### config.mk
export PLATFORM = sky130hd
export DESIGN_NAME = demand_page_replacement
export DESIGN_NICKNAME = d
export VERILOG_FILES = /design/src/rtl/dpr_pkg.sv /design/src/rtl/dpr_ram.sv /design/src/rtl/dpr_ctrl.sv /design/src/rtl/dpr_datapath.sv /design/src/rtl/demand_page_replacement.sv
export SDC_FILE = /design/constraint.sdc
export NUM_CORES = 2
export LEC_CHECK = 0
export BUFFER_PORTS_ARGS = -buffer_cell sky130_fd_sc_hd__buf_2
export CORE_MARGIN = 2
export CORE_UTILIZATION = 40
export CTS_BUF_LIST = sky130_fd_sc_hd__clkbuf_4
export DETAILED_ROUTE_END_ITERATION = 10
export PLACE_DENSITY_LB_ADDON = 0.25
export SYNTH_ARGS = -nofsm -noshare
export SYNTH_HDL_FRONTEND = slang
export SYNTH_SLANG_ARGS = --single-unit
export TNS_END_PERCENT = 5
### constraint.sdc
create_clock -name clk_i -period 7.1 [get_ports clk_i]
set_clock_uncertainty 0.05 [all_clocks]
set_input_delay 0.355 -clock clk_i [delete_from_list [all_inputs] [get_ports clk_i]]
set_output_delay 0.355 -clock clk_i [all_outputs]
set_load 0.05 [all_outputs]
### src/rtl/dpr_pkg.sv
// Shared constants and controller/datapath handshake types for demand page replacement.
`timescale 1ns / 1ps
package dpr_pkg;

  localparam int MAX_PAGES_DEF = 64;
  localparam int FRAMES_DEF    = 32;
  localparam int AGE_BITS_DEF  = 16;

  // wide enough to compare page numbers against any page count in range
  localparam int CMP_W = 11;

  localparam logic [1:0] CMD_FAULT = 2'd0;
  localparam logic [1:0] CMD_READ  = 2'd1;
  localparam logic [1:0] CMD_WRITE = 2'd2;
  localparam logic [1:0] CMD_NONE  = 2'd3;

  localparam logic REG_POLICY = 1'b0;
  localparam logic REG_PAGES  = 1'b1;

  localparam logic POLICY_FIFO = 1'b0;
  localparam logic POLICY_AGE  = 1'b1;

  typedef struct packed {
    logic accept;
    logic decode;
    logic alloc;
    logic q_pop;
    logic q_take;
    logic sweep_start;
    logic sweep_step;
    logic rd_victim;
    logic evict;
    logic commit;
  } ctl_t;

  typedef struct packed {
    logic no_result;
    logic bad;
    logic fault;
    logic vpn_valid;
    logic free;
    logic policy;
    logic q_empty;
    logic q_hit;
    logic sweep_done;
    logic found;
  } sts_t;

endpackage

### src/rtl/dpr_ram.sv
// Generic simple dual-port RAM with registered read.
`timescale 1ns / 1ps
module dpr_ram #(
  parameter int WIDTH = 8,
  parameter int DEPTH = 32,
  localparam int AW = (DEPTH > 1) ? $clog2(DEPTH) : 1
) (
  input  logic             clk_i,
  input  logic             we_i,
  input  logic [AW-1:0]    waddr_i,
  input  logic [WIDTH-1:0] wdata_i,
  input  logic [AW-1:0]    raddr_i,
  output logic [WIDTH-1:0] rdata_o
);

  logic [WIDTH-1:0] mem_q [DEPTH];
  logic [WIDTH-1:0] rdata_q;

  always_ff @(posedge clk_i) begin
    if (we_i) begin
      mem_q[waddr_i] <= wdata_i;
    end
    rdata_q <= mem_q[raddr_i];
  end

  assign rdata_o = rdata_q;

endmodule

### src/rtl/dpr_ctrl.sv
// Sequencing state machine for fault handling, queue pops and page table sweeps.
`timescale 1ns / 1ps
module dpr_ctrl import dpr_pkg::*; (
  input  logic clk_i,
  input  logic rst_ni,
  input  logic start,
  output logic busy,
  output logic res_valid_o,
  input  sts_t sts_i,
  output ctl_t ctl_o
);

  localparam logic [3:0] S_IDLE   = 4'd0;
  localparam logic [3:0] S_LOOK   = 4'd1;
  localparam logic [3:0] S_DEC    = 4'd2;
  localparam logic [3:0] S_QPOP   = 4'd3;
  localparam logic [3:0] S_QCHK   = 4'd4;
  localparam logic [3:0] S_SWEEP  = 4'd5;
  localparam logic [3:0] S_VRD    = 4'd6;
  localparam logic [3:0] S_VGET   = 4'd7;
  localparam logic [3:0] S_COMMIT = 4'd8;
  localparam logic [3:0] S_OUT    = 4'd9;

  logic [3:0] state_q, state_d;

  always_comb begin
    state_d = state_q;
    ctl_o   = '0;
    case (state_q)
      S_IDLE: begin
        if (start) begin
          ctl_o.accept = 1'b1;
          state_d = S_LOOK;
        end
      end
      S_LOOK: begin
        state_d = S_DEC;
      end
      S_DEC: begin
        ctl_o.decode = 1'b1;
        if (sts_i.no_result) begin
          state_d = S_IDLE;
        end else if (sts_i.bad || (sts_i.vpn_valid == sts_i.fault && !sts_i.vpn_valid)) begin
          state_d = S_OUT;
        end else if (sts_i.fault && sts_i.vpn_valid) begin
          state_d = S_OUT;
        end else if (sts_i.fault && sts_i.free) begin
          ctl_o.alloc = 1'b1;
          state_d = S_COMMIT;
        end else if (sts_i.fault && sts_i.policy == POLICY_FIFO) begin
          state_d = S_QPOP;
        end else if (sts_i.fault || sts_i.vpn_valid) begin
          ctl_o.sweep_start = 1'b1;
          state_d = S_SWEEP;
        end else begin
          state_d = S_OUT;
        end
      end
      S_QPOP: begin
        if (sts_i.q_empty) begin
          ctl_o.sweep_start = 1'b1;
          state_d = S_SWEEP;
        end else begin
          ctl_o.q_pop = 1'b1;
          state_d = S_QCHK;
        end
      end
      S_QCHK: begin
        if (sts_i.q_hit) begin
          ctl_o.q_take = 1'b1;
          state_d = S_VRD;
        end else begin
          state_d = S_QPOP;
        end
      end
      S_SWEEP: begin
        ctl_o.sweep_step = 1'b1;
        if (sts_i.sweep_done) begin
          if (!sts_i.fault) begin
            state_d = S_OUT;
          end else if (sts_i.found) begin
            state_d = S_VRD;
          end else begin
            state_d = S_COMMIT;
          end
        end
      end
      S_VRD: begin
        ctl_o.rd_victim = 1'b1;
        state_d = S_VGET;
      end
      S_VGET: begin
        ctl_o.evict = 1'b1;
        state_d = S_COMMIT;
      end
      S_COMMIT: begin
        ctl_o.commit = 1'b1;
        state_d = S_OUT;
      end
      S_OUT: begin
        state_d = S_IDLE;
      end
      default: begin
        state_d = S_IDLE;
      end
    endcase
  end

  always_ff @(posedge clk_i or negedge rst_ni) begin
    if (!rst_ni) begin
      state_q <= S_IDLE;
    end else begin
      state_q <= state_d;
    end
  end

  assign busy        = (state_q != S_IDLE);
  assign res_valid_o = (state_q == S_OUT);

endmodule

### src/rtl/dpr_datapath.sv
// Page table state, replacement queue, age store, counters and result registers.
`timescale 1ns / 1ps
module dpr_datapath import dpr_pkg::*; #(
  parameter int MAX_PAGES = MAX_PAGES_DEF,
  parameter int FRAMES    = FRAMES_DEF,
  parameter int AGE_BITS  = AGE_BITS_DEF
) (
  input  logic        clk_i,
  input  logic        rst_ni,
  input  logic [1:0]  cmd_i,
  input  logic [5:0]  vpn_i,
  input  logic        cfg_we_i,
  input  logic        cfg_index_i,
  input  logic [6:0]  cfg_data_i,
  input  ctl_t        ctl_i,
  output sts_t        sts_o,
  output logic [4:0]  frame_o,
  output logic        evicted_o,
  output logic [5:0]  victim_page_o,
  output logic        write_back_o,
  output logic        not_resident_o,
  output logic [31:0] disk_reads_o,
  output logic [31:0] disk_writes_o
);

  localparam int PW = $clog2(MAX_PAGES);
  localparam int FW = (FRAMES > 1) ? $clog2(FRAMES) : 1;
  localparam int CW = $clog2(FRAMES + 1);
  localparam int IW = $clog2(MAX_PAGES + 1);
  localparam logic [AGE_BITS-1:0] AGE_MAX = {AGE_BITS{1'b1}};

  logic             policy_q;
  logic [6:0]       pages_q;
  logic [1:0]       cmd_q;
  logic [5:0]       vpn_q;
  logic [MAX_PAGES-1:0] valid_q, dirty_q, agew_q;
  logic [CW-1:0]    handed_q;
  logic [FW-1:0]    head_q;
  logic [CW-1:0]    cnt_q;
  logic [31:0]      reads_q, writes_q;
  logic [FW-1:0]    frame_q;
  logic             ev_q, wb_q, nr_q;
  logic [PW-1:0]    victim_q;
  logic             found_q;
  logic [AGE_BITS-1:0] best_q;
  logic [IW-1:0]    idx_q;
  logic             pv_q;
  logic [PW-1:0]    pidx_q;

  logic [PW-1:0]    vidx;
  logic [CMP_W-1:0] lim;
  logic             bad, fault;
  logic [FW-1:0]    frame_rd;
  logic [PW-1:0]    fifo_rd;
  logic [AGE_BITS-1:0] age_rd, age_cur;
  logic [FW-1:0]    head_inc;
  logic             q_full;
  logic [FW-1:0]    push_head;
  logic [CW-1:0]    push_cnt;
  logic [31:0]      push_sum;
  logic [FW-1:0]    push_addr;
  logic             age_we;
  logic [PW-1:0]    age_waddr;
  logic [AGE_BITS-1:0] age_wdata;
  logic             q_hit;

  assign vidx  = PW'(vpn_q);
  assign lim   = (32'(pages_q) > MAX_PAGES) ? CMP_W'(MAX_PAGES) : CMP_W'(pages_q);
  assign bad   = (CMP_W'(vpn_q) >= lim);
  assign fault = (cmd_q == CMD_FAULT);

  assign head_inc  = (32'(head_q) == FRAMES - 1) ? '0 : head_q + 1'b1;
  assign q_full    = (32'(cnt_q) >= FRAMES);
  assign push_head = q_full ? head_inc : head_q;
  assign push_cnt  = q_full ? CW'(FRAMES - 1) : cnt_q;
  assign push_sum  = (32'(push_head) + 32'(push_cnt) >= FRAMES) ?
                     32'(push_head) + 32'(push_cnt) - 32'(FRAMES) :
                     32'(push_head) + 32'(push_cnt);
  assign push_addr = FW'(push_sum);

  assign q_hit   = (32'(fifo_rd) < MAX_PAGES) && valid_q[fifo_rd];
  assign age_cur = agew_q[pidx_q] ? age_rd : '0;

  always_comb begin
    age_we    = 1'b0;
    age_waddr = pidx_q;
    age_wdata = '0;
    if (ctl_i.evict && policy_q == POLICY_AGE) begin
      age_we    = 1'b1;
      age_waddr = victim_q;
    end else if (ctl_i.sweep_step && pv_q && !fault) begin
      if (pidx_q == vidx) begin
        age_we = 1'b1;
      end else if (valid_q[pidx_q] && age_cur != AGE_MAX) begin
        age_we    = 1'b1;
        age_wdata = age_cur + 1'b1;
      end
    end
  end

  dpr_ram #(.WIDTH(FW), .DEPTH(MAX_PAGES)) u_frame_ram (
    .clk_i   (clk_i),
    .we_i    (ctl_i.commit),
    .waddr_i (vidx),
    .wdata_i (frame_q),
    .raddr_i (ctl_i.rd_victim ? victim_q : vidx),
    .rdata_o (frame_rd)
  );

  dpr_ram #(.WIDTH(PW), .DEPTH(FRAMES)) u_fifo_ram (
    .clk_i   (clk_i),
    .we_i    (ctl_i.commit && policy_q == POLICY_FIFO),
    .waddr_i (push_addr),
    .wdata_i (vidx),
    .raddr_i (head_q),
    .rdata_o (fifo_rd)
  );

  dpr_ram #(.WIDTH(AGE_BITS), .DEPTH(MAX_PAGES)) u_age_ram (
    .clk_i   (clk_i),
    .we_i    (age_we),
    .waddr_i (age_waddr),
    .wdata_i (age_wdata),
    .raddr_i (PW'(idx_q)),
    .rdata_o (age_rd)
  );

  always_ff @(posedge clk_i) begin
    if (ctl_i.accept) begin
      cmd_q <= cmd_i;
      vpn_q <= vpn_i;
    end
    if (ctl_i.decode) begin
      frame_q <= ctl_i.alloc ? FW'(handed_q) :
                 ((!bad && valid_q[vidx]) ? frame_rd : '0);
      nr_q    <= bad || (!fault && !valid_q[vidx]);
      ev_q    <= 1'b0;
      wb_q    <= 1'b0;
    end
    if (ctl_i.q_take) begin
      victim_q <= fifo_rd;
    end
    if (ctl_i.sweep_start) begin
      idx_q <= '0;
    end else if (ctl_i.sweep_step && 32'(idx_q) < MAX_PAGES) begin
      idx_q  <= idx_q + 1'b1;
      pidx_q <= PW'(idx_q);
    end
    if (ctl_i.sweep_step && pv_q && fault && valid_q[pidx_q] &&
        (!found_q || age_cur >= best_q)) begin
      victim_q <= pidx_q;
      best_q   <= age_cur;
    end
    if (ctl_i.evict) begin
      frame_q <= frame_rd;
      ev_q    <= 1'b1;
      wb_q    <= dirty_q[victim_q];
    end
  end

  always_ff @(posedge clk_i or negedge rst_ni) begin
    if (!rst_ni) begin
      policy_q <= POLICY_FIFO;
      pages_q  <= 7'd64;
      valid_q  <= '0;
      dirty_q  <= '0;
      agew_q   <= '0;
      handed_q <= '0;
      head_q   <= '0;
      cnt_q    <= '0;
      reads_q  <= '0;
      writes_q <= '0;
      found_q  <= 1'b0;
      pv_q     <= 1'b0;
    end else begin
      if (cfg_we_i) begin
        if (cfg_index_i == REG_POLICY) begin
          policy_q <= cfg_data_i[0];
        end else begin
          pages_q <= cfg_data_i;
        end
      end
      if (ctl_i.decode && cmd_q == CMD_WRITE && !bad && valid_q[vidx]) begin
        dirty_q[vidx] <= 1'b1;
      end
      if (ctl_i.alloc) begin
        handed_q <= handed_q + 1'b1;
      end
      if (ctl_i.q_pop) begin
        head_q <= head_inc;
        cnt_q  <= cnt_q - 1'b1;
      end
      if (ctl_i.sweep_start) begin
        found_q <= 1'b0;
        pv_q    <= 1'b0;
      end else if (ctl_i.sweep_step) begin
        pv_q <= (32'(idx_q) < MAX_PAGES);
        if (pv_q && fault && valid_q[pidx_q]) begin
          found_q <= 1'b1;
        end
      end
      if (age_we) begin
        agew_q[age_waddr] <= 1'b1;
      end
      if (ctl_i.evict) begin
        valid_q[victim_q] <= 1'b0;
        dirty_q[victim_q] <= 1'b0;
        if (dirty_q[victim_q]) begin
          writes_q <= writes_q + 1'b1;
        end
      end
      if (ctl_i.commit) begin
        valid_q[vidx] <= 1'b1;
        reads_q       <= reads_q + 1'b1;
        if (policy_q == POLICY_FIFO) begin
          head_q <= push_head;
          cnt_q  <= push_cnt + 1'b1;
        end
      end
    end
  end

  assign sts_o.no_result  = (cmd_q == CMD_NONE);
  assign sts_o.bad        = bad;
  assign sts_o.fault      = fault;
  assign sts_o.vpn_valid  = valid_q[vidx];
  assign sts_o.free       = (32'(handed_q) < FRAMES);
  assign sts_o.policy     = policy_q;
  assign sts_o.q_empty    = (cnt_q == '0);
  assign sts_o.q_hit      = q_hit;
  assign sts_o.sweep_done = (32'(idx_q) == MAX_PAGES) && !pv_q;
  assign sts_o.found      = found_q;

  assign frame_o        = 5'(frame_q);
  assign evicted_o      = ev_q;
  assign victim_page_o  = ev_q ? 6'(victim_q) : 6'd0;
  assign write_back_o   = wb_q;
  assign not_resident_o = nr_q;
  assign disk_reads_o   = reads_q;
  assign disk_writes_o  = writes_q;

endmodule

### src/rtl/demand_page_replacement.sv
// Top level of the demand paging frame allocator with FIFO or age based replacement.
//
// Usage: raise start with cmd_i/vpn_i while busy is low; the command transaction is
// taken at that edge and busy stays high until the result has been shown. Each result
// appears for one cycle with done high; the receiver cannot stall and must take it
// then. Command 3 gives no result. Configuration writes (cfg_index_i 0 policy,
// 1 pages_in_use) are taken whenever cfg_valid_i is high, since cfg_ready_o is always
// high; write only while busy is low.
// Out-of-range items, faults on resident pages and accesses to absent pages go from
// decode straight to the result; faults that take a free frame commit first. Queue
// evictions pop entries until one holds a resident page, then read its frame, evict
// and commit. Accesses to resident pages sweep the age RAM one page per cycle; age
// evictions sweep for a victim, then, if one is found, read its frame and evict, and
// commit; a queue that runs dry falls back to that sweep. The one age RAM read per
// cycle paces the sweep. busy drops the cycle after the result, so a new item is
// taken only once the last one is through. One item at a time.
// Reset clears valid, dirty and age state, counters and the queue at once;
// no clearing pass is needed.
`timescale 1ns / 1ps
module demand_page_replacement import dpr_pkg::*; #(
  parameter int MAX_PAGES = MAX_PAGES_DEF,
  parameter int FRAMES    = FRAMES_DEF,
  parameter int AGE_BITS  = AGE_BITS_DEF
) (
  input  logic        clk_i,
  input  logic        rst_ni,
  input  logic        start,
  output logic        busy,
  input  logic [1:0]  cmd_i,
  input  logic [5:0]  vpn_i,
  output logic        done,
  output logic [4:0]  frame_o,
  output logic        evicted_o,
  output logic [5:0]  victim_page_o,
  output logic        write_back_o,
  output logic        not_resident_o,
  output logic [31:0] disk_reads_o,
  output logic [31:0] disk_writes_o,
  input  logic        cfg_valid_i,
  output logic        cfg_ready_o,
  input  logic        cfg_index_i,
  input  logic [6:0]  cfg_data_i
);

  ctl_t ctl;
  sts_t sts;

  assign cfg_ready_o = 1'b1;

  dpr_ctrl u_ctrl (
    .clk_i       (clk_i),
    .rst_ni      (rst_ni),
    .start       (start),
    .busy        (busy),
    .res_valid_o (done),
    .sts_i       (sts),
    .ctl_o       (ctl)
  );

  dpr_datapath #(
    .MAX_PAGES (MAX_PAGES),
    .FRAMES    (FRAMES),
    .AGE_BITS  (AGE_BITS)
  ) u_datapath (
    .clk_i          (clk_i),
    .rst_ni         (rst_ni),
    .cmd_i          (cmd_i),
    .vpn_i          (vpn_i),
    .cfg_we_i       (cfg_valid_i),
    .cfg_index_i    (cfg_index_i),
    .cfg_data_i     (cfg_data_i),
    .ctl_i          (ctl),
    .sts_o          (sts),
    .frame_o        (frame_o),
    .evicted_o      (evicted_o),
    .victim_page_o  (victim_page_o),
    .write_back_o   (write_back_o),
    .not_resident_o (not_resident_o),
    .disk_reads_o   (disk_reads_o),
    .disk_writes_o  (disk_writes_o)
  );

endmodule
==> run metrics <==
status finished clean; maximum vdd ir drop 0.1812 mV; EDFF count, synth 1579; gr busiest metal met2; Max Root-Sink Buffers 4; CP max FO 38; top_reg_cell synth edfxtp_1; Slew headroom 19.31%; Via-to-Cell Ratio 5.697; CTS root buf clkbuf_4; clk sink count 1901; vias in the first global route 46440; initial antenna violation count 7; worst path required time 8110 ps; Yosys top cell area share 60.64%; Setup Viol. Count Final 0; Multi-input gate area 0.02206 mm²; Yosys reg bits 1901; syn_area_per_cell 17.14 µm²; Detail Placement HPWL 125.8 mm; GR Util All Layers 20.74%; Hold Buf Count CTS 47; Core Rows 162; # port buffers 99; gpl congestion 0.8563; Final Max Tran Viols 0; MaxCap Viol Count 0; Layout Nets 5200; min Tclk post-route 5692 ps; Routed WL per cell 25.76 µm; Netlist cell types 84; Hold Vio Cnt, Final 0; clock-pin slew on the worst setup and hold paths 60 ps; Worst-Margin Slew 1210 ps; Initial Util 40.18%; worst-skew pair later-pin latency 1360 ps; Mapped Nets 4620; layout cells sized above 1 30.28%; PostCTS Resize Cnt 0; Fmax 175.7 MHz; die area 0.1990 mm²; fin crit share 80.17%; DR DRC count 0; Synth top cells by count 1579 x edfxtp_1, 425 x mux4_2, 334 x nand2_1; Post-CTS Setup Bufs 0; CTS tree done; Crit. End Element flop; worst min path class input port to asynchronous set/reset pin; share of synthesized registers carrying an async set or reset 15.10%; DP Area 0.08262 mm²; synthesis-to-layout area growth 14.58%; Detail Route Antenna Nets 0; Synth area leader edfxtp_1; yosys warns 0; pwr/cell area 308.9 mW/mm²; Synth area leaders edfxtp_1 61%, mux4_2 12%, dfrtp_1 9.2%; TritonRoute pass-1 iters 7; FF/Latch Area 0.05532 mm²; Vias 45720; M2 GR Usage 32.71%; count leader, synth edfxtp_1; WS Path Type flop to flop; Synth Instances 4562; FF-to-FF setup slack 1410 ps; Starting DRT DRC Count 4754; unrepaired setup endpoints after global routing false; first-pass GRT wire length 307.4 mm; CP arrival 6700 ps; I/O Pins 101; setup TNS 0 ps; met1 global-route usage 28.33%; Final Cell Area 0.08959 mm²; largest net degree at the start of global routing 158; Hold WS 163.7 ps; total grt overflow 0; H-Tree Depth 6; die width 446.1 µm; Setup crit start kind flop; DRT Wirelength 206.8 mm; M3 GR Usage 4.814%; Fillers 16970; mapped cell area 0.07819 mm²; Leakage Power 0.03350 µW; Die Height 446.1 µm; Seq/Total Area, Yosys 70.72%; Core Box Area 0.1946 mm²; total CTS buffers 530
==> critical path, stage by stage, from the launching register on <==
cell	delay [ps]
edfxtp_1	890
mux4_2	600
mux2_2	290
a31oi_1	170
nand4_1	130
o21a_1	400
and2_1	360
ha_1	270
and3_1	220
nand2_1	80
nor2_1	60
a21oi_2	250
nand2_1	250
nor2_4	830
buf_4	470
==> cell families (layout without fill, tap and decap cells) <==
kind of cell    Yosys count  in the layout  synth area share [%]
fa+ha+maj                38             38                0.6177
mux                     600            600                 14.53
buf+inv                 308           1221                 1.759
compound gates          652            652                 5.406
xor+xnor                 98             98                 1.098
flops                  1901           1901                 70.72
simple gates            964            964                 5.858
other cells               1             10              0.004796
==> flip-flops by register name, summed over array words and instances, names as in the netlist, 7 cells and up <==
signal / flops
u_datapath.dirty_q: 64
u_datapath.pages_q: 7
u_datapath.disk_reads_o: 32
u_datapath.agew_q: 64
u_datapath.best_q: 16
u_datapath.disk_writes_o: 32
u_datapath.u_age_ram.mem_q: 1024
u_datapath.idx_q: 7
u_datapath.u_fifo_ram.mem_q: 192
u_datapath.u_age_ram.rdata_o: 16
u_datapath.valid_q: 64
u_datapath.u_frame_ram.mem_q: 320
==> through the flow <==
stage | worst slack, ps | cells | total power (µW) | util [%]
4_1_cts | 1381 | 8017 | 28020 | 46.03
3_5_place_dp | 1482 | 7105 | 18100 | 42.46
5_1_grt | 1075 | 8025 | 28990 | 46.04
6_report | 1408 | 8026 | 27670 | 46.04
2_1_floorplan | 1702 | 4562 | 16470 | -
3_3_place_gp | 1498 | 7105 | 18070 | 42.46
==> metal layers <==
| layer | share of wire (%) | wire, µm |
|---|---|---|
| met4 | 2.7 | 5609 |
| met1 | 42 | 86900 |
| met3 | 7.5 | 15610 |
| met5 | 0 | 0 |
| met2 | 48 | 98660 |
==> layout make-up <==
class | count | area share, %
clock buffer | 765 | 6.410
clock inverter | 100 | 0.7932
sequential | 1901 | 61.74
antenna | 9 | 0.02514
timing repair buffer | 317 | 2.695
inverter | 39 | 0.1634
multi-input combinational | 2353 | 24.62
tap | 2542 | 3.550
==> final timing paths <==
check,startpoint,to,cells past startpoint
worst min register to register,u_datapath.disk_writes_o[31]$_DFFE_PN0P_,u_datapath.disk_writes_o[31]$_DFFE_PN0P_,1
max in group asynchronous,rst_ni,u_datapath.valid_q[19]$_DFF_PN0_,4
min in group clk_i,vpn_i[4],u_datapath.vidx[4]$_DFFE_PP_,3
worst min-delay path,rst_ni,u_datapath.dirty_q[38]$_DFF_PN0_,4
worst max-delay path,u_datapath.pidx_q[0]$_DFFE_PP_,u_datapath.u_age_ram.mem_q[38][10]$_DFFE_PP_,14
worst max register to register,u_datapath.pidx_q[0]$_DFFE_PP_,u_datapath.u_age_ram.mem_q[38][10]$_DFFE_PP_,14
==> report_power, final <==
| part | total (µW) | internal, µW | switching (µW) |
|---|---|---|---|
| clock network | 9810 | 5340 | 4480 |
| registers | 12900 | 12400 | 479 |
| logic | 4950 | 1820 | 3130 |
| total | 27700 | 19600 | 8090 |
==> placed cells by master (no fill, tap or decap), types with 16 or more instances in the layout <==
cell type,instances
edfxtp_1,1579
clkbuf_4,765
mux4_2,425
nand2_1,334
dfrtp_1,285
nor2_1,187
o21ai_0,171
buf_4,160
mux2i_1,139
a21oi_1,135
buf_2,98
nand3_1,96
a31oi_1,94
clkinv_1,68
nor3_2,67
xnor2_1,63
a31o_1,60
nand4_1,53
and2_1,49
dlygate4sd3_1,46
inv_1,38
ha_1,37
xor2_1,35
and3_1,33
o221ai_1,32
mux2_2,31
dfxtp_1,31
nand2b_1,29
a22oi_1,26
a32oi_1,24
nor2b_1,23
nor2_4,16
nor3_1,16
o22ai_1,16
Power figures use the tool's default switching activity.
